===== src/sv/aden_pkg.sv =====
// ----------------------------------------------------------------------------
// aden_pkg
// Shared types, constants and saturating fixed-point helpers for the
// acceleration-to-displacement estimator.
// ----------------------------------------------------------------------------
package aden_pkg;

  localparam int STATE_W    = 48;  // internal signed value width
  localparam int FRAC_W     = 16;  // fraction bits of internal values
  localparam int SMP_W      = 16;  // acceleration sample width
  localparam int OUT_W      = 24;  // displacement result width
  localparam int COEF_W     = 16;  // multiplier coefficient port width
  localparam int PROD_W     = STATE_W + COEF_W;
  localparam int GAIN_W     = 15;  // Q0.15 gain and pole
  localparam int STEP_W     = 16;  // Q0.16 integration factors
  localparam int CFG_IDX_W  = 2;
  localparam int CFG_DATA_W = 16;
  localparam int SHIFT_Q15  = 15;
  localparam int SHIFT_Q16  = 16;

  // register indexes
  localparam logic [CFG_IDX_W-1:0] REG_HPF_GAIN    = 2'd0;
  localparam logic [CFG_IDX_W-1:0] REG_HPF_POLE    = 2'd1;
  localparam logic [CFG_IDX_W-1:0] REG_ACC_TO_VEL  = 2'd2;
  localparam logic [CFG_IDX_W-1:0] REG_VEL_TO_DISP = 2'd3;

  // reset values of the registers
  localparam logic [GAIN_W-1:0] RST_HPF_GAIN    = 15'd32162;
  localparam logic [GAIN_W-1:0] RST_HPF_POLE    = 15'd31556;
  localparam logic [STEP_W-1:0] RST_ACC_TO_VEL  = 16'd6429;
  localparam logic [STEP_W-1:0] RST_VEL_TO_DISP = 16'd655;

  typedef logic signed [STATE_W-1:0] state_t;
  typedef logic signed [SMP_W-1:0]   sample_t;
  typedef logic signed [OUT_W-1:0]   out_t;
  typedef logic        [COEF_W-1:0]  coef_t;

  typedef struct packed {
    logic [GAIN_W-1:0] gain;
    logic [GAIN_W-1:0] pole;
    logic [STEP_W-1:0] step_a;
    logic [STEP_W-1:0] step_v;
  } cfg_t;

  // controller -> lanes
  typedef struct packed {
    logic start;   // latch a sample and run the sequence
    logic retire;  // result taken by the output stage
  } lane_ctl_t;

  localparam state_t ST_MAX = {1'b0, {(STATE_W-1){1'b1}}};
  localparam state_t ST_MIN = {1'b1, {(STATE_W-1){1'b0}}};
  localparam out_t   OUT_MAX = {1'b0, {(OUT_W-1){1'b1}}};
  localparam out_t   OUT_MIN = {1'b1, {(OUT_W-1){1'b0}}};

  // sample in milli-g to internal fixed point
  function automatic state_t widen(sample_t s);
    return {{(STATE_W-SMP_W-FRAC_W){s[SMP_W-1]}}, s, {FRAC_W{1'b0}}};
  endfunction

  // a + b or a - b, saturated to the state range
  function automatic state_t sat_add(state_t a, state_t b, logic sub);
    logic signed [STATE_W:0] ea;
    logic signed [STATE_W:0] eb;
    logic signed [STATE_W:0] s;
    ea = {a[STATE_W-1], a};
    eb = {b[STATE_W-1], b};
    s  = sub ? (ea - eb) : (ea + eb);
    if (s[STATE_W] != s[STATE_W-1]) begin
      return s[STATE_W] ? ST_MIN : ST_MAX;
    end
    return s[STATE_W-1:0];
  endfunction

  // a * c / 2^15 (q15 set) or 2^16, truncated toward zero, saturated
  function automatic state_t sat_mul(state_t a, coef_t c, logic q15);
    logic              neg;
    logic [STATE_W-1:0] mag;
    logic [PROD_W-1:0]  prod;
    logic [PROD_W-1:0]  r;
    logic [PROD_W-1:0]  lim_p;
    logic [PROD_W-1:0]  lim_n;
    neg = a[STATE_W-1];
    mag = a;
    if (neg) begin
      mag = ~mag + {{(STATE_W-1){1'b0}}, 1'b1};
    end
    prod  = {{COEF_W{1'b0}}, mag} * {{STATE_W{1'b0}}, c};
    r     = q15 ? (prod >> SHIFT_Q15) : (prod >> SHIFT_Q16);
    lim_p = {{(PROD_W-STATE_W){1'b0}}, ST_MAX};
    lim_n = lim_p + {{(PROD_W-1){1'b0}}, 1'b1};
    if (!neg) begin
      return (r > lim_p) ? ST_MAX : r[STATE_W-1:0];
    end
    return (r > lim_n) ? ST_MIN : (~r[STATE_W-1:0] + {{(STATE_W-1){1'b0}}, 1'b1});
  endfunction

  // drop the fraction toward zero and saturate to the result range
  function automatic out_t to_out(state_t v);
    logic                       neg;
    logic [STATE_W-1:0]         mag;
    logic [STATE_W-FRAC_W-1:0]  ipart;
    logic [STATE_W-FRAC_W-1:0]  lim_p;
    logic [STATE_W-FRAC_W-1:0]  lim_n;
    neg = v[STATE_W-1];
    mag = v;
    if (neg) begin
      mag = ~mag + {{(STATE_W-1){1'b0}}, 1'b1};
    end
    ipart = mag[STATE_W-1:FRAC_W];
    lim_p = {{(STATE_W-FRAC_W-OUT_W+1){1'b0}}, {(OUT_W-1){1'b1}}};
    lim_n = lim_p + {{(STATE_W-FRAC_W-1){1'b0}}, 1'b1};
    if (!neg) begin
      return (ipart > lim_p) ? OUT_MAX : ipart[OUT_W-1:0];
    end
    return (ipart > lim_n) ? OUT_MIN : (~ipart[OUT_W-1:0] + {{(OUT_W-1){1'b0}}, 1'b1});
  endfunction

endpackage


===== src/sv/aden_lane.sv =====
// ----------------------------------------------------------------------------
// aden_lane
// One axis: high-pass, trapezoid, high-pass, trapezoid, high-pass, run as a
// 15-step sequence on one saturating multiplier and one saturating adder.
// ----------------------------------------------------------------------------
module aden_lane (
  input  logic                clk,
  input  logic                rst_n,
  input  aden_pkg::lane_ctl_t ctl,
  input  aden_pkg::sample_t   sample,
  input  aden_pkg::cfg_t      cfg,
  output logic                done,
  output aden_pkg::state_t    df
);

  localparam logic [3:0] S_ADIFF  = 4'd0;   // a - a_prev, q = p*af_prev
  localparam logic [3:0] S_AGAIN  = 4'd1;   // m = g*diff
  localparam logic [3:0] S_AF     = 4'd2;   // af = m + q
  localparam logic [3:0] S_ASUM   = 4'd3;   // af + af_prev, q = p*vf_prev
  localparam logic [3:0] S_ASTEP  = 4'd4;   // m = step_a*sum
  localparam logic [3:0] S_V      = 4'd5;   // v = v_acc + m
  localparam logic [3:0] S_VDIFF  = 4'd6;   // v - v_prev
  localparam logic [3:0] S_VGAIN  = 4'd7;
  localparam logic [3:0] S_VF     = 4'd8;
  localparam logic [3:0] S_VSUM   = 4'd9;   // vf + vf_prev, q = p*df_prev
  localparam logic [3:0] S_VSTEP  = 4'd10;
  localparam logic [3:0] S_D      = 4'd11;
  localparam logic [3:0] S_DDIFF  = 4'd12;
  localparam logic [3:0] S_DGAIN  = 4'd13;
  localparam logic [3:0] S_DF     = 4'd14;

  // filter and integrator state
  aden_pkg::sample_t pa_r;
  aden_pkg::state_t  paf_r, v_r, pvf_r, d_r, pdf_r;
  // working registers
  aden_pkg::sample_t smp_r;
  aden_pkg::state_t  x_r, m_r, q_r;
  logic [3:0]        step_r;
  logic              run_r, done_r;

  aden_pkg::state_t add_a, add_b, add_res, mul_a, mul_res;
  aden_pkg::coef_t  mul_c;
  logic add_sub, mul_q15;
  logic x_we, m_we, q_we, pa_we, paf_we, v_we, pvf_we, d_we, pdf_we;

  always_comb begin
    add_a   = x_r;
    add_b   = m_r;
    add_sub = 1'b0;
    mul_a   = x_r;
    mul_c   = {1'b0, cfg.gain};
    mul_q15 = 1'b1;
    x_we = 1'b0; m_we = 1'b0; q_we = 1'b0; pa_we = 1'b0; paf_we = 1'b0;
    v_we = 1'b0; pvf_we = 1'b0; d_we = 1'b0; pdf_we = 1'b0;
    if (run_r) begin
      case (step_r)
        S_ADIFF: begin
          add_a = aden_pkg::widen(smp_r); add_b = aden_pkg::widen(pa_r);
          add_sub = 1'b1; x_we = 1'b1; pa_we = 1'b1;
          mul_a = paf_r; mul_c = {1'b0, cfg.pole}; q_we = 1'b1;
        end
        S_AGAIN, S_VGAIN, S_DGAIN: begin
          m_we = 1'b1;
        end
        S_AF, S_VF: begin
          add_a = m_r; add_b = q_r; x_we = 1'b1;
        end
        S_ASUM: begin
          add_b = paf_r; x_we = 1'b1; paf_we = 1'b1;
          mul_a = pvf_r; mul_c = {1'b0, cfg.pole}; q_we = 1'b1;
        end
        S_ASTEP: begin
          mul_c = cfg.step_a; mul_q15 = 1'b0; m_we = 1'b1;
        end
        S_V: begin
          add_a = v_r; x_we = 1'b1;
        end
        S_VDIFF: begin
          add_b = v_r; add_sub = 1'b1; x_we = 1'b1; v_we = 1'b1;
        end
        S_VSUM: begin
          add_b = pvf_r; x_we = 1'b1; pvf_we = 1'b1;
          mul_a = pdf_r; mul_c = {1'b0, cfg.pole}; q_we = 1'b1;
        end
        S_VSTEP: begin
          mul_c = cfg.step_v; mul_q15 = 1'b0; m_we = 1'b1;
        end
        S_D: begin
          add_a = d_r; x_we = 1'b1;
        end
        S_DDIFF: begin
          add_b = d_r; add_sub = 1'b1; x_we = 1'b1; d_we = 1'b1;
        end
        S_DF: begin
          add_a = m_r; add_b = q_r; x_we = 1'b1; pdf_we = 1'b1;
        end
        default: begin
        end
      endcase
    end
    add_res = aden_pkg::sat_add(add_a, add_b, add_sub);
    mul_res = aden_pkg::sat_mul(mul_a, mul_c, mul_q15);
  end

  always_ff @(posedge clk) begin
    if (!rst_n) begin
      run_r  <= 1'b0;
      done_r <= 1'b0;
      step_r <= S_ADIFF;
      pa_r   <= '0;
      paf_r  <= '0;
      v_r    <= '0;
      pvf_r  <= '0;
      d_r    <= '0;
      pdf_r  <= '0;
    end else begin
      if (ctl.start) begin
        run_r  <= 1'b1;
        step_r <= S_ADIFF;
      end else if (run_r) begin
        if (step_r == S_DF) begin
          run_r  <= 1'b0;
          done_r <= 1'b1;
        end
        step_r <= step_r + 4'd1;
      end
      if (ctl.retire) begin
        done_r <= 1'b0;
      end
      // state updates read the old value in the same step
      if (pa_we)  pa_r  <= smp_r;
      if (paf_we) paf_r <= x_r;
      if (v_we)   v_r   <= x_r;
      if (pvf_we) pvf_r <= x_r;
      if (d_we)   d_r   <= x_r;
      if (pdf_we) pdf_r <= add_res;
    end
  end

  always_ff @(posedge clk) begin
    if (ctl.start) smp_r <= sample;
    if (x_we)      x_r   <= add_res;
    if (m_we)      m_r   <= mul_res;
    if (q_we)      q_r   <= mul_res;
  end

  assign done = done_r;
  assign df   = pdf_r;

endmodule


===== config.mk =====
export PLATFORM = sky130hd
export DESIGN_NAME = aden_lane
export DESIGN_NICKNAME = d
export VERILOG_FILES = /design/src/sv/aden_pkg.sv /design/src/sv/aden_lane.sv
export SDC_FILE = /design/constraint.sdc
export NUM_CORES = 2
export LEC_CHECK = 0
export ABC_CLOCK_PERIOD_IN_PS = 12300
export BUFFER_PORTS_ARGS = -buffer_cell sky130_fd_sc_hd__buf_4
export CORE_ASPECT_RATIO = 2
export CORE_MARGIN = 5
export CORE_UTILIZATION = 25
export DETAILED_ROUTE_END_ITERATION = 10
export PLACE_DENSITY = 0.48
export SETUP_SLACK_MARGIN = 0.02
export SLEW_MARGIN = 30
export SYNTH_ARGS = -nofsm -noshare
export SYNTH_HDL_FRONTEND = slang
export SYNTH_SLANG_ARGS = --single-unit

===== constraint.sdc =====
create_clock -name clk -period 12.3 [get_ports clk]
set_input_delay 2.46 -clock clk [delete_from_list [all_inputs] [get_ports clk]]
set_output_delay 2.46 -clock clk [all_outputs]
set_load 0.005 [all_outputs]

==> out/qor_table.md <==
| Quantity | Value |
|---|---|
| Top area cells in the synthesized netlist | fa_1 (24%), dfxtp_1 (10%), edfxtp_1 (9.1%) |
| Later-pin clock latency in the skew report | 0.59 ns |
| Ys async rst share | 0 |
| Length of routed met3 wiring | 11.2 mm |
| Final RePlAce weighted congestion | 1.03 |
| Count of nets left with antenna violations after detail routing | 0 |
| Pin count of the biggest net entering global routing | 97 |
| Via count of the routed design | 51500 |
| HPWL Detailed | 224 mm |
| Number of input and output port buffers inserted | 130 |
| Clock root buffer | clkbuf_16 |
| Final-report max-slew violation count | 0 |
| Syn avg cell area | 8.17 µm² |
| Post-route met1 wirelength | 84.1 mm |
| Worst endpoint required time | 12.68 ns |
| Placement row count | 238 |
| Per-cell via count in the routed design | 5.18 |
| Count of warnings emitted by yosys | 0 |
| Number of endpoints with negative hold slack in the final report | 0 |
| Initial cell density of the core | 0.251 |
| CTS clk-pin slew, worst paths | 0.08 ns |
| Area growth, synth to finish | 24.4% |
| Cell type with the largest total area after synthesis | fa_1 |
| CTS HTree Levels | 2 |
| Crit. End Element | flop |
| Share of post-route cells with drive strength above 1 | 0.193 |
| Floorplan die width | 334 µm |
| Delay contributed by the slowest stage of the critical path | 0.58 ns |
| Num CTS Buffers | 35 |
| Flip-flop and latch count after synthesis | 422 |
| Global-route wire length before repair | 383 mm |
| Share of the yosys chip area belonging to registers | 0.191 |
| Detailed-route wire length per cell | 27.2 µm |
| Remaining routing DRC violations | 0 |
| CTS Buffer Depth | 3 |
| Final #Nets | 8082 |
| Violation count after the first detailed-routing iteration | 4107 |
| Syn Inst Count | 6439 |
| Final cell area excluding filler cells | 65500 µm² |
| Cell with the most instances after synthesis | nand2_1 |
| Worst hold path class | reg2reg |
| Number of enable-type register cells in the synthesized netlist | 160 |
| Synth Cell Area | 52600 µm² |
| CP max stage cell | fa_1 |
| CTS tree | done |
| Seq. cell area | 10100 µm² |
| Multi-input gate area | 39300 µm² |
| Global-route total usage across every layer | 0.239 |
| Fill cell instance count of the final layout | 22500 |
| Maximum fanout encountered on the critical timing path | 14 |
| Number of setup violations in the final report | 0 |
| Instance area after placement | 63500 µm² |
| Slew headroom | 0.269 |
| Initial antenna violation count | 9 |
| Topmost layer with routed signal wires | met5 |
| Die ar. | 220000 µm² |
| Predominant post-synthesis flop cell | dfxtp_1 |
| Period utilization | 0.988 |
| Most common cell on crit path | buf_4 |
| Outcome | completed |
| DR WL met2 | 143 mm |
| Number of detailed-route iterations in the first pass | 9 |
| Achievable frequency | 82.3 MHz |
| Crit path time final | 12.15 ns |
| Congestion Overflow GR | 0 |
| Number of global-route vias before repair | 54900 |
| Crit path launch type | flop |
| Worst setup path category | reg2reg |
| Number of I/O pins | 131 |
| Count of different cell masters after synthesis | 111 |
| Maximum clock skew at final layout | 0.0333 ns |
| Total core area | 210000 µm² |
| Data arrival time of the critical path | 12.53 ns |
| Pin slew with the least headroom to its limit | 1.10 ns |
| Total Wirelength | 271 mm |
| Area fraction of the dominant cell type after synthesis | 0.244 |
| Mapped Nets | 7352 |
| Number of violations of the max-capacitance limit | 0 |
| Clock sink count | 422 |
| Die Ht | 659 µm |
| Most used standard cells in the synthesized netlist | nand2_1 (1279), inv_1 (694), fa_1 (642), nor2_1 (529), a21oi_1 (334) |
==> sequential cells by signal, summed over array words and instances, names as in the netlist <==
register	count
d_r	48
df	48
m_r	48
paf_r	48
pvf_r	48
q_r	48
v_r	48
x_r	48
pa_r	16
smp_r	16
step_r	4
done	1
run_r	1
==> worst paths after layout <==
path                                             start                   end  slack [ns]  cells after the start
worst max-delay path            step_r[0]$_SDFFE_PP0P_     m_r[44]$_DFFE_PP_        0.15                     46
worst min-delay path              pa_r[3]$_SDFFE_PN0P_  pa_r[3]$_SDFFE_PN0P_        0.46                      2
worst max register to register  step_r[0]$_SDFFE_PP0P_     m_r[44]$_DFFE_PP_        0.15                     46
worst min register to register    pa_r[3]$_SDFFE_PN0P_  pa_r[3]$_SDFFE_PN0P_        0.46                      2
==> layout by cell type, fill, tap and decap left out, drive strengths merged, types with 17 or more instances in the layout <==
master  count
nand2    1279
buf      1087
inv       697
fa        642
nor2      529
a21oi     335
o21ai     271
dfxtp     262
a21boi    220
ha        189
edfxtp    160
xnor2     128
nand3     120
xor2      119
a21o       77
and2       74
a22oi      71
nand4      61
nor3       61
mux2i      58
a221oi     58
a222oi     51
a31oi      51
clkbuf     49
and3       41
o211ai     35
maj3       32
nand2b     28
a221o      28
o21a       26
nor4       26
or3        25
nand3b     21
o21bai     19
a211oi     18
nor2b      17
==> per-stage QoR <==
| stage | worst slack (ns) | TNS [ns] | utilization | cells | hold slack (ns) |
|---|---|---|---|---|---|
| after global placement | -1.50 | -112.41 | 0.302 | 9873 | 0.451 |
| after CTS | 0.0201 | 0 | 0.309 | 9937 | 0.466 |
| final | 0.153 | 0 | 0.312 | 9957 | 0.462 |
| after detailed placement | -0.927 | -67.98 | 0.302 | 9874 | 0.455 |
| after global routing | -0.0868 | -2.66 | 0.312 | 9955 | 0.489 |
| after floorplan | 0.592 | 0 | - | 6439 | 0.439 |
==> critical path, delay by kind of cell, from the launching register on <==
| kind | cells | cell delay (ns) |
|---|---|---|
| adder cells (fa/ha/maj) | 8 | 3.70 |
| XOR/XNOR | 2 | 0.81 |
| AND/OR/NAND/NOR | 12 | 2.64 |
| multiplexers | 1 | 0.23 |
| AO/OA/AOI/OAI | 7 | 1.88 |
| buffers and inverters | 16 | 2.25 |
| flip-flops | 1 | 0.35 |
==> layout make-up <==
type,count,area share
Antenna cell,3,0.000115
Clock buffer,49,0.0151
Clock inverter,13,0.00157
Inverter,696,0.0399
Multi-Input combinational cell,4927,0.601
Sequential cell,422,0.154
Tap cell,2760,0.0527
Timing Repair Buffer,1087,0.136
==> kinds of logic after synthesis <==
group	count (synthesis)	synth area share
AO/OA/AOI/OAI	1408	0.186
XOR/XNOR	247	0.0413
adder cells (fa/ha/maj)	863	0.295
buffers and inverters	1090	0.0816
flip-flops	422	0.191
multiplexers	69	0.0135
AND/OR/NAND/NOR	2340	0.192
==> per-layer routing <==
layer,vias to the layer above,track usage
met5,-,0
met4,8,0.224
met3,877,0.0209
met2,2039,0.454
met1,25700,0.221
li1,22900,-
==> repair_timing <==
action	CTS	global route
setup buffers	1	17
pin swaps	2	26
resized for setup	45	104
endpoints found under the setup margin	96	96
hold buffers	0	0
Power is not shown: default switching activity piles up to over one toggle a cycle in this logic, so the estimate is an artifact.
