**src/sv/aden_pkg.sv**
```systemverilog
// ----------------------------------------------------------------------------
// aden_pkg
// Shared types, constants and saturating fixed-point helpers for the
// acceleration-to-displacement estimator.
// ----------------------------------------------------------------------------
package aden_pkg;

  localparam int STATE_W    = 48;  // internal signed value width
  localparam int FRAC_W     = 16;  // fraction bits of internal values
  localparam int SMP_W      = 16;  // acceleration sample width
  localparam int OUT_W      = 24;  // displacement result width
  localparam int COEF_W     = 16;  // multiplier coefficient port width
  localparam int PROD_W     = STATE_W + COEF_W;
  localparam int GAIN_W     = 15;  // Q0.15 gain and pole
  localparam int STEP_W     = 16;  // Q0.16 integration factors
  localparam int CFG_IDX_W  = 2;
  localparam int CFG_DATA_W = 16;
  localparam int SHIFT_Q15  = 15;
  localparam int SHIFT_Q16  = 16;

  // register indexes
  localparam logic [CFG_IDX_W-1:0] REG_HPF_GAIN    = 2'd0;
  localparam logic [CFG_IDX_W-1:0] REG_HPF_POLE    = 2'd1;
  localparam logic [CFG_IDX_W-1:0] REG_ACC_TO_VEL  = 2'd2;
  localparam logic [CFG_IDX_W-1:0] REG_VEL_TO_DISP = 2'd3;

  // reset values of the registers
  localparam logic [GAIN_W-1:0] RST_HPF_GAIN    = 15'd32162;
  localparam logic [GAIN_W-1:0] RST_HPF_POLE    = 15'd31556;
  localparam logic [STEP_W-1:0] RST_ACC_TO_VEL  = 16'd6429;
  localparam logic [STEP_W-1:0] RST_VEL_TO_DISP = 16'd655;

  typedef logic signed [STATE_W-1:0] state_t;
  typedef logic signed [SMP_W-1:0]   sample_t;
  typedef logic signed [OUT_W-1:0]   out_t;
  typedef logic        [COEF_W-1:0]  coef_t;

  typedef struct packed {
    logic [GAIN_W-1:0] gain;
    logic [GAIN_W-1:0] pole;
    logic [STEP_W-1:0] step_a;
    logic [STEP_W-1:0] step_v;
  } cfg_t;

  // controller -> lanes
  typedef struct packed {
    logic start;   // latch a sample and run the sequence
    logic retire;  // result taken by the output stage
  } lane_ctl_t;

  localparam state_t ST_MAX = {1'b0, {(STATE_W-1){1'b1}}};
  localparam state_t ST_MIN = {1'b1, {(STATE_W-1){1'b0}}};
  localparam out_t   OUT_MAX = {1'b0, {(OUT_W-1){1'b1}}};
  localparam out_t   OUT_MIN = {1'b1, {(OUT_W-1){1'b0}}};

  // sample in milli-g to internal fixed point
  function automatic state_t widen(sample_t s);
    return {{(STATE_W-SMP_W-FRAC_W){s[SMP_W-1]}}, s, {FRAC_W{1'b0}}};
  endfunction

  // a + b or a - b, saturated to the state range
  function automatic state_t sat_add(state_t a, state_t b, logic sub);
    logic signed [STATE_W:0] ea;
    logic signed [STATE_W:0] eb;
    logic signed [STATE_W:0] s;
    ea = {a[STATE_W-1], a};
    eb = {b[STATE_W-1], b};
    s  = sub ? (ea - eb) : (ea + eb);
    if (s[STATE_W] != s[STATE_W-1]) begin
      return s[STATE_W] ? ST_MIN : ST_MAX;
    end
    return s[STATE_W-1:0];
  endfunction

  // a * c / 2^15 (q15 set) or 2^16, truncated toward zero, saturated
  function automatic state_t sat_mul(state_t a, coef_t c, logic q15);
    logic              neg;
    logic [STATE_W-1:0] mag;
    logic [PROD_W-1:0]  prod;
    logic [PROD_W-1:0]  r;
    logic [PROD_W-1:0]  lim_p;
    logic [PROD_W-1:0]  lim_n;
    neg = a[STATE_W-1];
    mag = a;
    if (neg) begin
      mag = ~mag + {{(STATE_W-1){1'b0}}, 1'b1};
    end
    prod  = {{COEF_W{1'b0}}, mag} * {{STATE_W{1'b0}}, c};
    r     = q15 ? (prod >> SHIFT_Q15) : (prod >> SHIFT_Q16);
    lim_p = {{(PROD_W-STATE_W){1'b0}}, ST_MAX};
    lim_n = lim_p + {{(PROD_W-1){1'b0}}, 1'b1};
    if (!neg) begin
      return (r > lim_p) ? ST_MAX : r[STATE_W-1:0];
    end
    return (r > lim_n) ? ST_MIN : (~r[STATE_W-1:0] + {{(STATE_W-1){1'b0}}, 1'b1});
  endfunction

  // drop the fraction toward zero and saturate to the result range
  function automatic out_t to_out(state_t v);
    logic                       neg;
    logic [STATE_W-1:0]         mag;
    logic [STATE_W-FRAC_W-1:0]  ipart;
    logic [STATE_W-FRAC_W-1:0]  lim_p;
    logic [STATE_W-FRAC_W-1:0]  lim_n;
    neg = v[STATE_W-1];
    mag = v;
    if (neg) begin
      mag = ~mag + {{(STATE_W-1){1'b0}}, 1'b1};
    end
    ipart = mag[STATE_W-1:FRAC_W];
    lim_p = {{(STATE_W-FRAC_W-OUT_W+1){1'b0}}, {(OUT_W-1){1'b1}}};
    lim_n = lim_p + {{(STATE_W-FRAC_W-1){1'b0}}, 1'b1};
    if (!neg) begin
      return (ipart > lim_p) ? OUT_MAX : ipart[OUT_W-1:0];
    end
    return (ipart > lim_n) ? OUT_MIN : (~ipart[OUT_W-1:0] + {{(OUT_W-1){1'b0}}, 1'b1});
  endfunction

endpackage

```
**src/sv/aden_merge.sv**
```systemverilog
// ----------------------------------------------------------------------------
// aden_merge
// Output stage: takes both lanes' filtered displacement, drops the fraction,
// saturates, and holds the word until the sink takes it.
// ----------------------------------------------------------------------------
module aden_merge (
  input  logic             clk,
  input  logic             rst_n,
  input  logic             load,
  input  aden_pkg::state_t df_x,
  input  aden_pkg::state_t df_y,
  input  logic             out_ready,
  output logic             out_valid,
  output aden_pkg::out_t   out_x,
  output aden_pkg::out_t   out_y,
  output logic             can_load
);

  logic           valid_r;
  aden_pkg::out_t x_r, y_r;

  assign can_load = !valid_r || out_ready;

  always_ff @(posedge clk) begin
    if (!rst_n) begin
      valid_r <= 1'b0;
    end else if (load) begin
      valid_r <= 1'b1;
    end else if (out_ready) begin
      valid_r <= 1'b0;
    end
  end

  always_ff @(posedge clk) begin
    if (load) begin
      x_r <= aden_pkg::to_out(df_x);
      y_r <= aden_pkg::to_out(df_y);
    end
  end

  assign out_valid = valid_r;
  assign out_x     = x_r;
  assign out_y     = y_r;

endmodule

```
**config.mk**
```make
export PLATFORM = sky130hd
export DESIGN_NAME = aden_merge
export DESIGN_NICKNAME = d
export VERILOG_FILES = /design/src/sv/aden_pkg.sv /design/src/sv/aden_merge.sv
export SDC_FILE = /design/constraint.sdc
export NUM_CORES = 1
export LEC_CHECK = 0
export BUFFER_PORTS_ARGS = -buffer_cell sky130_fd_sc_hd__buf_4
export CORE_ASPECT_RATIO = 0.5
export CORE_MARGIN = 2
export CORE_UTILIZATION = 45
export DETAILED_ROUTE_END_ITERATION = 7
export GPL_ROUTABILITY_DRIVEN = 0
export GPL_TIMING_DRIVEN = 0
export PLACE_DENSITY = 0.73
export SLEW_MARGIN = 15
export SYNTH_ARGS = -nofsm -noshare
export SYNTH_HDL_FRONTEND = slang
export SYNTH_SLANG_ARGS = --single-unit
```
**constraint.sdc**
```tcl
create_clock -name clk -period 4.5 [get_ports clk]
set_input_delay 0.225 -clock clk [delete_from_list [all_inputs] [get_ports clk]]
set_output_delay 0.225 -clock clk [all_outputs]
set_load 0.1 [all_outputs]
```
==> results.ini, run 1 <==
[global_routing]
gr-usage-all-layers=0.264
grt_max_degree=50
antenna_found_initial=0
grt_pass1_wl_um=28200
grt_pass1_vias=5648
overflow=0

[outcome]
status=completed

[final_layout]
antenna_cells=0
post-route-util=0.582
layout-drive-gt1-share=0.236
nNetsFinal=941
syn2layout_area_growth_pct=26.0
fin_cells=1003

[power_and_ir_drop]
peakVddDrop_mv=0.147
totalPowerFinal_w=0.00166
leakagePower_nw=2.45
p_per_area_nw_per_um2=241

[clocking]
cts.sink_count=49
clockRootBuffer=clkbuf_16
clkTransAtPathRegs_ns=0.07
insertion_delay_ns=0.29
cts_buffers=5
clockBufferDepth=2
cts_htree_levels=2
cts_tree=yes
cts_hold_buf=0

[logic_synthesis]
ys_async_sr_fraction=0
synth_warnings=0
seq_area_frac_synth=0.267
synth_ff_type=edfxtp_1
ys_ff_latch=49
avgSynthCellArea_um2=7.80
ys_types=82
syn_nets=805
synthCells=701
synth-edff-count=48
syn_area_um2=5470

[drt]
drtIter0Drc=763
dr_total_vias=6350
via_per_inst=6.33
firstDrtPassIters=5
wl_um=17800
postRouteAntennaNets=0
drc=0
wl_per_cell_um=17.7

[critical_path]
worstSetupStartpoint=df_y[4]
crit_top_cell=o21ai_0
critical_path_required_ns=4.59
timing.rr.start=out_valid
worstPathCellList=buf_4 > nor4_2 > and4_1 > buf_2 > nand2_1 > o21ai_0 > xnor2_1 > inv_1 > ha_1 > o21ai_0 > a2111oi_2 > o32ai_2 > nor3_2 > nand3_2 > o41a_1 > and2_1 > buf_6 > a311oi_2
cpPeakStageDelay_ns=0.44
path_class=in -> reg
crit_slowest_cell=o41a_1
path_buf_inv=4
crit_path_start_kind=input port
setup.worst_path.end_class=flop
crit_family=compound AO/OA/AOI/OAI gates
cp.arrival_ns=4.35
cp_max_fo=10

[sta]
setup_slack_ns=0.236
timing.slew.headroom=0.383
fin_skew_ns=0
min_period_ns=4.26
fmax_mhz=234
finalSetupTns_ns=0
finalHoldViolCount=0
post-route-period-util=0.948
worst_pin_slew_ns=0.916
drv_slew=0
setup_viol=0

[placement]
placed_cells=995
dp_slack_ns=-1.23
portBuffers=129
dpl.hpwl_um=13400

[min_path]
hp-start=rst_n
hp-class=in -> reg

[floorplanning]
core_um2=11800
die_w_um=160
pin_count=150
die_y_um=82.0
die_area_um2=13100
rows=28
initial_core_util=0.462

[run]
maxCapViolCount=0

[synthesized netlist by cell type, drive strengths merged, types with 3 or more instances]
cell | number | area, um2
clkbuf | 39 | 146
or4 | 10 | 82.6
mux2i | 15 | 150
a21oi | 36 | 180
and4 | 4 | 35.0
and2 | 5 | 31.3
a22oi | 3 | 22.5
and3 | 9 | 56.3
or2 | 7 | 43.8
a31oi | 7 | 43.8
nand4 | 20 | 131
nand3 | 32 | 165
o21a | 3 | 22.5
ha | 4 | 50.1
o22ai | 3 | 18.8
nand2b | 11 | 68.8
xor2 | 20 | 175
nor2b | 5 | 31.3
a311oi | 6 | 77.6
a2bb2oi | 4 | 35.0
nor3 | 42 | 215
nand2 | 50 | 188
a21boi | 4 | 30.0
o21ai | 56 | 280
a21o | 5 | 37.5
a211oi | 3 | 27.5
o211ai | 4 | 30.0
buf | 13 | 67.6
o41ai | 4 | 42.6
nor2 | 62 | 235
or3 | 15 | 93.8
edfxtp | 48 | 1440
a41oi | 6 | 52.6
nor4 | 39 | 287
nand3b | 4 | 30.0
o32ai | 5 | 43.8
inv | 20 | 75.1
o31a | 4 | 35.0
xnor2 | 27 | 236
o31ai | 10 | 88.8
[stage by stage]
step           cell area, um2  hold WS [ns]
3_5_place_dp             6640         0.500
6_report                 6890         0.192
5_1_grt                  6890         0.184
4_1_cts                  6810         0.188
3_3_place_gp             6640         0.485
2_1_floorplan            5470         0.337
[logic make-up (layout without fill, tap and decap cells)]
family,after synthesis,count (layout),synth area share
fa+ha+maj,4,4,0.00915
buf+inv,72,209,0.0528
mux,16,16,0.0295
compound gates,185,185,0.233
xor+xnor,47,47,0.0753
flops,49,49,0.267
simple gates,328,328,0.333
[state kept, by name, indices dropped and copies added (netlist names)]
| register | cells |
|---|---|
| out_valid | 1 |
| out_x | 24 |
| out_y | 24 |
[routing by layer]
layer | vias to the layer above | wire length [um] | global-route usage
met2 | 393 | 8290 | 0.475
met3 | 32 | 1720 | 0.0404
met1 | 2960 | 7510 | 0.337
met5 | - | 0 | 0
li1 | 2965 | - | -
met4 | 0 | 269 | 0.0757
[timing repair]
action | 4_1_cts | 5_1_grt
pin swaps | 1 | 3
buffers inserted | 0 | 4
resized for setup | 9 | 15
endpoints found under the setup margin | 48 | 46
[worst paths after layout]
| check | slack (ns) | cells after the start | end |
|---|---|---|---|
| hold reg to reg | 0.52 | 2 | out_valid |
| hold / removal | 0.19 | 2 | out_valid |
| setup / recovery | 0.24 | 18 | out_y[11] |
| setup reg to reg | 3.88 | 2 | out_valid |
[power by group]
part           internal (W)  switching [W]
Clock              0.000224       0.000180
Sequential         0.000545      0.0000108
Combinational      0.000191       0.000508
Total              0.000960       0.000699
[cells in the final DEF, fill, tap and decap left out, types with 5 or more instances in the layout]
cell type / count
or2_2: 7
o21ai_1: 19
a21oi_1: 36
clkbuf_1: 30
clkbuf_16: 5
buf_4: 133
nor2_1: 60
a41oi_1: 6
buf_2: 10
edfxtp_1: 48
a31oi_1: 7
or3_1: 15
xor2_1: 20
a21o_1: 5
or4_1: 8
xnor2_1: 27
nand2_1: 50
nor2b_1: 5
nor3_1: 39
nor4_1: 33
nand4_1: 19
clkbuf_2: 5
and3_1: 9
nand3_1: 30
nand2b_1: 11
and2_1: 5
o21ai_0: 37
inv_1: 20
mux2i_1: 15
o31ai_1: 9
[layout make-up]
cell class,instances,area (um2)
Fill cell,1122,4950
Multi-Input combinational cell,580,3790
Sequential cell,49,1460
Timing Repair Buffer,133,998
Buffer,48,210
Tap cell,165,206
Clock buffer,6,139
Inverter,20,75.1
Clock inverter,2,16.3
No activity file was read; power rests on OpenSTA's default activity.
==> inputs of run 2 (changes only) <==
==> constraint.sdc (replaced) <==
create_clock -name clk -period 4.5 [get_ports clk]
set_input_delay 0.45 -clock clk [delete_from_list [all_inputs] [get_ports clk]]
set_output_delay 0.45 -clock clk [all_outputs]
set_load 0.1 [all_outputs]
==> results.ini, run 2 (synthesis gave the netlist of run 1 again) <==
[critical_path]
critical_path_required_ns=4.59  ; about the same
worstPathCellList=buf_4 > nor4_2 > and4_4 > buf_2 > nand2_1 > o21ai_1 > xnor2_1 > inv_1 > ha_1 > o21ai_0 > a2111oi_2 > o32ai_2 > nor3_2 > nand3_2 > o41a_1 > and2_1 > buf_6 > a311oi_2  ; was buf_4 > nor4_2 > and4_1 > buf_2 > nand2_1 > o21ai_0 > xnor2_1 > inv_1 > ha_1 > o21ai_0 > a2111oi_2 > o32ai_2 > nor3_2 > nand3_2 > o41a_1 > and2_1 > buf_6 > a311oi_2
cp_max_fo=10  ; unchanged
setup.worst_path.end_class=flop  ; unchanged
path_class=in -> reg  ; unchanged
cp.arrival_ns=4.31  ; was 4.35 ns
cpPeakStageDelay_ns=0.40  ; was 0.44 ns
crit_slowest_cell=a2111oi_2  ; was o41a_1
crit_path_start_kind=input port  ; unchanged
reg2regPathDepth=2  ; unchanged

[clocking]
clockBufferDepth=2  ; unchanged
clkTransAtPathRegs_ns=0.07  ; about the same
insertion_delay_ns=0.29  ; about the same
cts.sink_count=49  ; unchanged
clockRootBuffer=clkbuf_16  ; unchanged
cts_buffers=5  ; unchanged
cts_htree_levels=2  ; unchanged
cts_tree=yes  ; unchanged

[power_and_ir_drop]
peakVddDrop_mv=0.147  ; about the same
p_per_area_nw_per_um2=239  ; was 241 nW/um2
leakagePower_nw=2.47  ; was 2.45 nW

[drt]
firstDrtPassIters=8  ; was 5
wl_per_cell_um=17.8  ; was 17.7 um
drc=0  ; unchanged
drtIter0Drc=709  ; was 763
dr_total_vias=6319  ; was 6350
via_per_inst=6.28  ; was 6.33
postRouteAntennaNets=0  ; unchanged
wl_um=17900  ; was 17800 um

[min_path]
hold_depth=2  ; unchanged
hp-class=in -> reg  ; unchanged

[sta]
post-route-period-util=0.939  ; was 0.948
holdWs_ns=0.417  ; was 0.192 ns
setup_viol=0  ; unchanged
rsz0062_at_grt=false
timing.slew.headroom=0.357  ; was 0.383
fin_skew_ns=0  ; unchanged
finalSetupTns_ns=0  ; unchanged
fmax_mhz=237  ; was 234 MHz
finalHoldViolCount=0  ; unchanged
drv_slew=0  ; unchanged
worst_pin_slew_ns=0.961  ; was 0.916 ns
min_period_ns=4.22  ; was 4.26 ns

[final_layout]
nNetsFinal=945  ; was 941
final_common_cell=buf_4  ; unchanged
design_area_um2=6950  ; was 6890 um2
syn2layout_area_growth_pct=27.0  ; was 26.0%
fin_cells=1007  ; was 1003
fillCellCount=1120  ; was 1122
antenna_cells=0  ; unchanged
layout-drive-gt1-share=0.246  ; was 0.236
post-route-util=0.587  ; was 0.582
layout_common_cells=buf_4, nor2_1, nand2_1  ; unchanged

[floorplanning]
pin_count=150  ; unchanged
initial_core_util=0.462  ; unchanged
die_w_um=160  ; unchanged
rows=28  ; unchanged
die_y_um=82.0  ; unchanged
die_area_um2=13100  ; unchanged
core_um2=11800  ; unchanged

[global_routing]
overflow=0  ; unchanged
grt_pass1_vias=5671  ; was 5648
gr-usage-all-layers=0.265  ; was 0.264
antenna_found_initial=0  ; unchanged
grt_pass1_wl_um=28300  ; was 28200 um
grt_max_degree=50  ; unchanged

[placement]
placed_cells=995  ; unchanged
portBuffers=129  ; unchanged
place_area_um2=6640  ; unchanged
dpl.hpwl_um=13400  ; unchanged

[outcome]
status=completed  ; unchanged

[run]
maxCapViolCount=0  ; unchanged

==> run 2: power breakdown <==
group	internal, W	switching, W	leakage [nW]
Sequential	0.000545	0.0000108	0.477
Clock	0.000224	0.000180	0.0735
Combinational	0.000190	0.000509	1.92
Total	0.000959	0.000700	2.47
==> run 2: path summary, 6_finish.rpt <==
| kind | to | from | slack, ns |
|---|---|---|---|
| hold / removal | out_valid | rst_n | 0.42 |
| setup reg to reg | out_valid | out_valid | 3.88 |
| hold reg to reg | out_valid | out_valid | 0.52 |
| setup / recovery | out_y[11] | df_y[4] | 0.28 |
==> run 2: stage by stage <==
| stage | power (W) | setup slack (ns) |
|---|---|---|
| after floorplan | 0.00105 | 0.0000542 |
| after global placement | 0.00124 | -1.36 |
| after detailed placement | 0.00125 | -1.46 |
| after CTS | 0.00166 | 0.00930 |
| after global routing | 0.00173 | 0.00292 |
| final | 0.00166 | 0.276 |
==> run 2: critical path: cells and delay by family <==
kind | cells | cell delay [ns]
AO/OA/AOI/OAI | 6 | 1.63
AND/OR/NAND/NOR | 6 | 1.31
buffers and inverters | 4 | 0.56
adder cells (fa/ha/maj) | 1 | 0.24
XOR/XNOR | 1 | 0.10
==> run 2: per-layer routing <==
layer  share of wire  wire (um)  vias up  global-route usage
li1                -          -     2974                   -
met1            0.42       7550     2946               0.338
met2            0.47       8460      375               0.477
met3           0.092       1640       24              0.0389
met4           0.013        226        0              0.0775
met5               0          0        -                   0
==> run 2: repair_timing <==
item,CTS,global route
pin swaps,1,5
gates cloned,0,0
resized for setup,14,21
hold buffers,0,0
buffers inserted,1,6
setup endpoints to repair,48,46
==> run 2: layout make-up <==
class	count	area (um2)	area share
timing repair buffer	136	1020	0.147
multi-input combinational	580	3810	0.548
sequential	49	1460	0.210
buffer	49	221	0.0319
clock buffer	6	139	0.0200
inverter	20	75.1	0.0108
clock inverter	2	16.3	0.00234
tap	165	206	0.0297
==> inputs of run 3 (changes only) <==
--- a/config.mk
+++ b/config.mk
@@ -5,14 +5,16 @@
 export SDC_FILE = /design/constraint.sdc
 export NUM_CORES = 1
 export LEC_CHECK = 0
-export BUFFER_PORTS_ARGS = -buffer_cell sky130_fd_sc_hd__buf_4
+export BUFFER_PORTS_ARGS = -buffer_cell sky130_fd_sc_hd__buf_2
+export CELL_PAD_IN_SITES_DETAIL_PLACEMENT = 1
+export CELL_PAD_IN_SITES_GLOBAL_PLACEMENT = 2
 export CORE_ASPECT_RATIO = 0.5
 export CORE_MARGIN = 2
-export CORE_UTILIZATION = 45
+export CORE_UTILIZATION = 27
 export DETAILED_ROUTE_END_ITERATION = 7
 export GPL_ROUTABILITY_DRIVEN = 0
 export GPL_TIMING_DRIVEN = 0
-export PLACE_DENSITY = 0.73
+export PLACE_DENSITY_LB_ADDON = 0.1
 export SLEW_MARGIN = 15
 export SYNTH_ARGS = -nofsm -noshare
 export SYNTH_HDL_FRONTEND = slang
==> results.ini, run 3 (synthesis gave the netlist of run 1 again) <==
[floorplanning]
initial_core_util=0.278  ; was 0.462
die_area_um2=21500  ; was 13100 um2
die_y_um=105  ; was 82.0 um
pin_count=150  ; unchanged
rows=36  ; was 28
die_w_um=205  ; was 160 um
core_um2=19600  ; was 11800 um2

[drt]
drc=0  ; unchanged
postRouteAntennaNets=0  ; unchanged
wl_um=22400  ; was 17900 um
drtIter0Drc=300  ; was 709
via_per_inst=5.50  ; was 6.28
wl_per_cell_um=20.1  ; was 17.8 um
firstDrtPassIters=4  ; was 8
dr_total_vias=6111  ; was 6319

[global_routing]
grt_pass1_vias=6036  ; was 5671
grt_max_degree=50  ; unchanged
overflow=0  ; unchanged
gr-usage-all-layers=0.207  ; was 0.265
antenna_found_initial=0  ; unchanged
grt_pass1_wl_um=35100  ; was 28300 um

[final_layout]
layout_common_cells=buf_2, nor2_1, nand2_1  ; was buf_4, nor2_1, nand2_1
layout-drive-gt1-share=0.251  ; was 0.246
fin_cells=1112  ; was 1007
final_common_cell=buf_2  ; was buf_4
nNetsFinal=949  ; was 945
fillCellCount=2466  ; was 1120
antenna_cells=0  ; unchanged
syn2layout_area_growth_pct=24.8  ; was 27.0%

[critical_path]
cp_max_fo=10  ; unchanged
rrSetupSlack_ns=3.87  ; was 3.88 ns
timing.rr.start=out_valid  ; unchanged
reg2regPathDepth=2  ; unchanged
cp.arrival_ns=4.30  ; was 4.31 ns
critical_path_required_ns=4.55  ; was 4.59 ns
path_class=in -> reg  ; unchanged
setup.worst_path.end_class=flop  ; unchanged
crit_path_start_kind=input port  ; unchanged
rr_endpoint=out_valid  ; unchanged

[power_and_ir_drop]
totalPowerFinal_w=0.00169  ; was 0.00166 W
peakVddDrop_mv=0.158  ; was 0.147 mV
p_per_area_nw_per_um2=248  ; was 239 nW/um2
leakagePower_nw=2.40  ; was 2.47 nW

[outcome]
status=completed  ; unchanged

[placement]
portBuffers=129  ; unchanged
placed_cells=1096  ; was 995
dp_slack_ns=-1.87  ; was -1.46 ns
dpl.hpwl_um=17600  ; was 13400 um

[min_path]
hold_end=out_valid  ; unchanged
hp-class=in -> reg  ; unchanged
hold_depth=2  ; unchanged
hp-start=rst_n  ; unchanged

[clocking]
insertion_delay_ns=0.30  ; was 0.29 ns
clockRootBuffer=clkbuf_16  ; unchanged
clockBufferDepth=2  ; unchanged
clkTransAtPathRegs_ns=0.08  ; was 0.07 ns
cts_buffers=5  ; unchanged
cts_tree=yes  ; unchanged
cts_htree_levels=2  ; unchanged
cts.sink_count=49  ; unchanged

[sta]
post-route-period-util=0.943  ; was 0.939
setup_viol=0  ; unchanged
setup_slack_ns=0.258  ; was 0.276 ns
fmax_mhz=236  ; was 237 MHz
min_period_ns=4.24  ; was 4.22 ns
finalHoldViolCount=0  ; unchanged
worst_pin_slew_ns=0.939  ; was 0.961 ns
fin_skew_ns=0  ; unchanged
finalSetupTns_ns=0  ; unchanged
holdWs_ns=0.398  ; was 0.417 ns
timing.slew.headroom=0.371  ; was 0.357
drv_slew=0  ; unchanged

[run]
maxCapViolCount=0  ; unchanged

==> run 3: cell count changes in the layout (fill, tap and decap cells not counted), sizes merged <==
cell	change
buf	+6
clkinv	+1
clkbuf	-3
clkinvlp	-1
bufinv	+1
==> run 3: cell type report <==
class / count / area, um2 / share of cell area
plain buffers: 48 / 221 / 0.0324
flip-flops and latches: 49 / 1460 / 0.214
repair buffers: 141 / 741 / 0.109
inverters: 20 / 75.1 / 0.0110
clock inverters: 3 / 50.0 / 0.00733
well taps: 266 / 333 / 0.0488
multi-input cells: 580 / 3820 / 0.559
clock buffers: 5 / 125 / 0.0183
==> run 3: critical path, stage by stage <==
cell and delay, ns:
buf_2 0.10, nor4_2 0.29, and4_1 0.29, clkbuf_4 0.23, nand2_1 0.14, o21ai_2 0.20, xnor2_1 0.10, inv_1 0.07
ha_1 0.25, o21ai_0 0.15, a2111oi_2 0.37, o32ai_2 0.21, or3_1 0.51, nor4_1 0.44, xor2_1 0.23, mux2i_1 0.21
o21ai_1 0.07
==> run 3: report_power, final <==
| group | leakage [nW] | total (W) | internal [W] | switching, W |
|---|---|---|---|---|
| Combinational | 1.84 | 0.000675 | 0.000150 | 0.000525 |
| Clock | 0.0859 | 0.000463 | 0.000268 | 0.000196 |
| Sequential | 0.477 | 0.000554 | 0.000545 | 0.00000899 |
==> run 3: per-layer routing <==
metal  global-route usage  up-vias  routed length [um]
li1                     -     2985                   -
met1                0.295     2987               11100
met2                0.337      116               10300
met3               0.0197       23                 717
met4               0.0462        0                 308
met5                    0        -                   0
==> run 3: how the worst max path moves through the flow <==
stage | startpoint | endpoint | slack (ns)
after detailed placement | df_y[47] | out_y[14] | -1.87
after CTS | df_y[4] | out_y[16] | 0.007
after floorplan | df_x[47] | out_x[18] | 0.00005
after global placement | df_y[47] | out_y[14] | -1.91
after global routing | df_y[4] | out_y[11] | -0.02
final | df_y[4] | out_y[20] | 0.26
==> run 3: metrics by stage <==
| stage | cell area (um2) | util |
|---|---|---|
| 6_report | 6830 | 0.348 |
| 3_3_place_gp | 6450 | 0.328 |
| 5_1_grt | 6830 | 0.348 |
| 2_1_floorplan | 5470 | - |
| 4_1_cts | 6710 | 0.342 |
| 3_5_place_dp | 6450 | 0.328 |
==> run 3: timing repair <==
| item | CTS | global route |
|---|---|---|
| setup buffers | 5 | 7 |
| endpoints found under the setup margin | 48 | 42 |
| hold buffers | 0 | 0 |
| pin swaps | 5 | 4 |
| gates resized for setup | 21 | 18 |
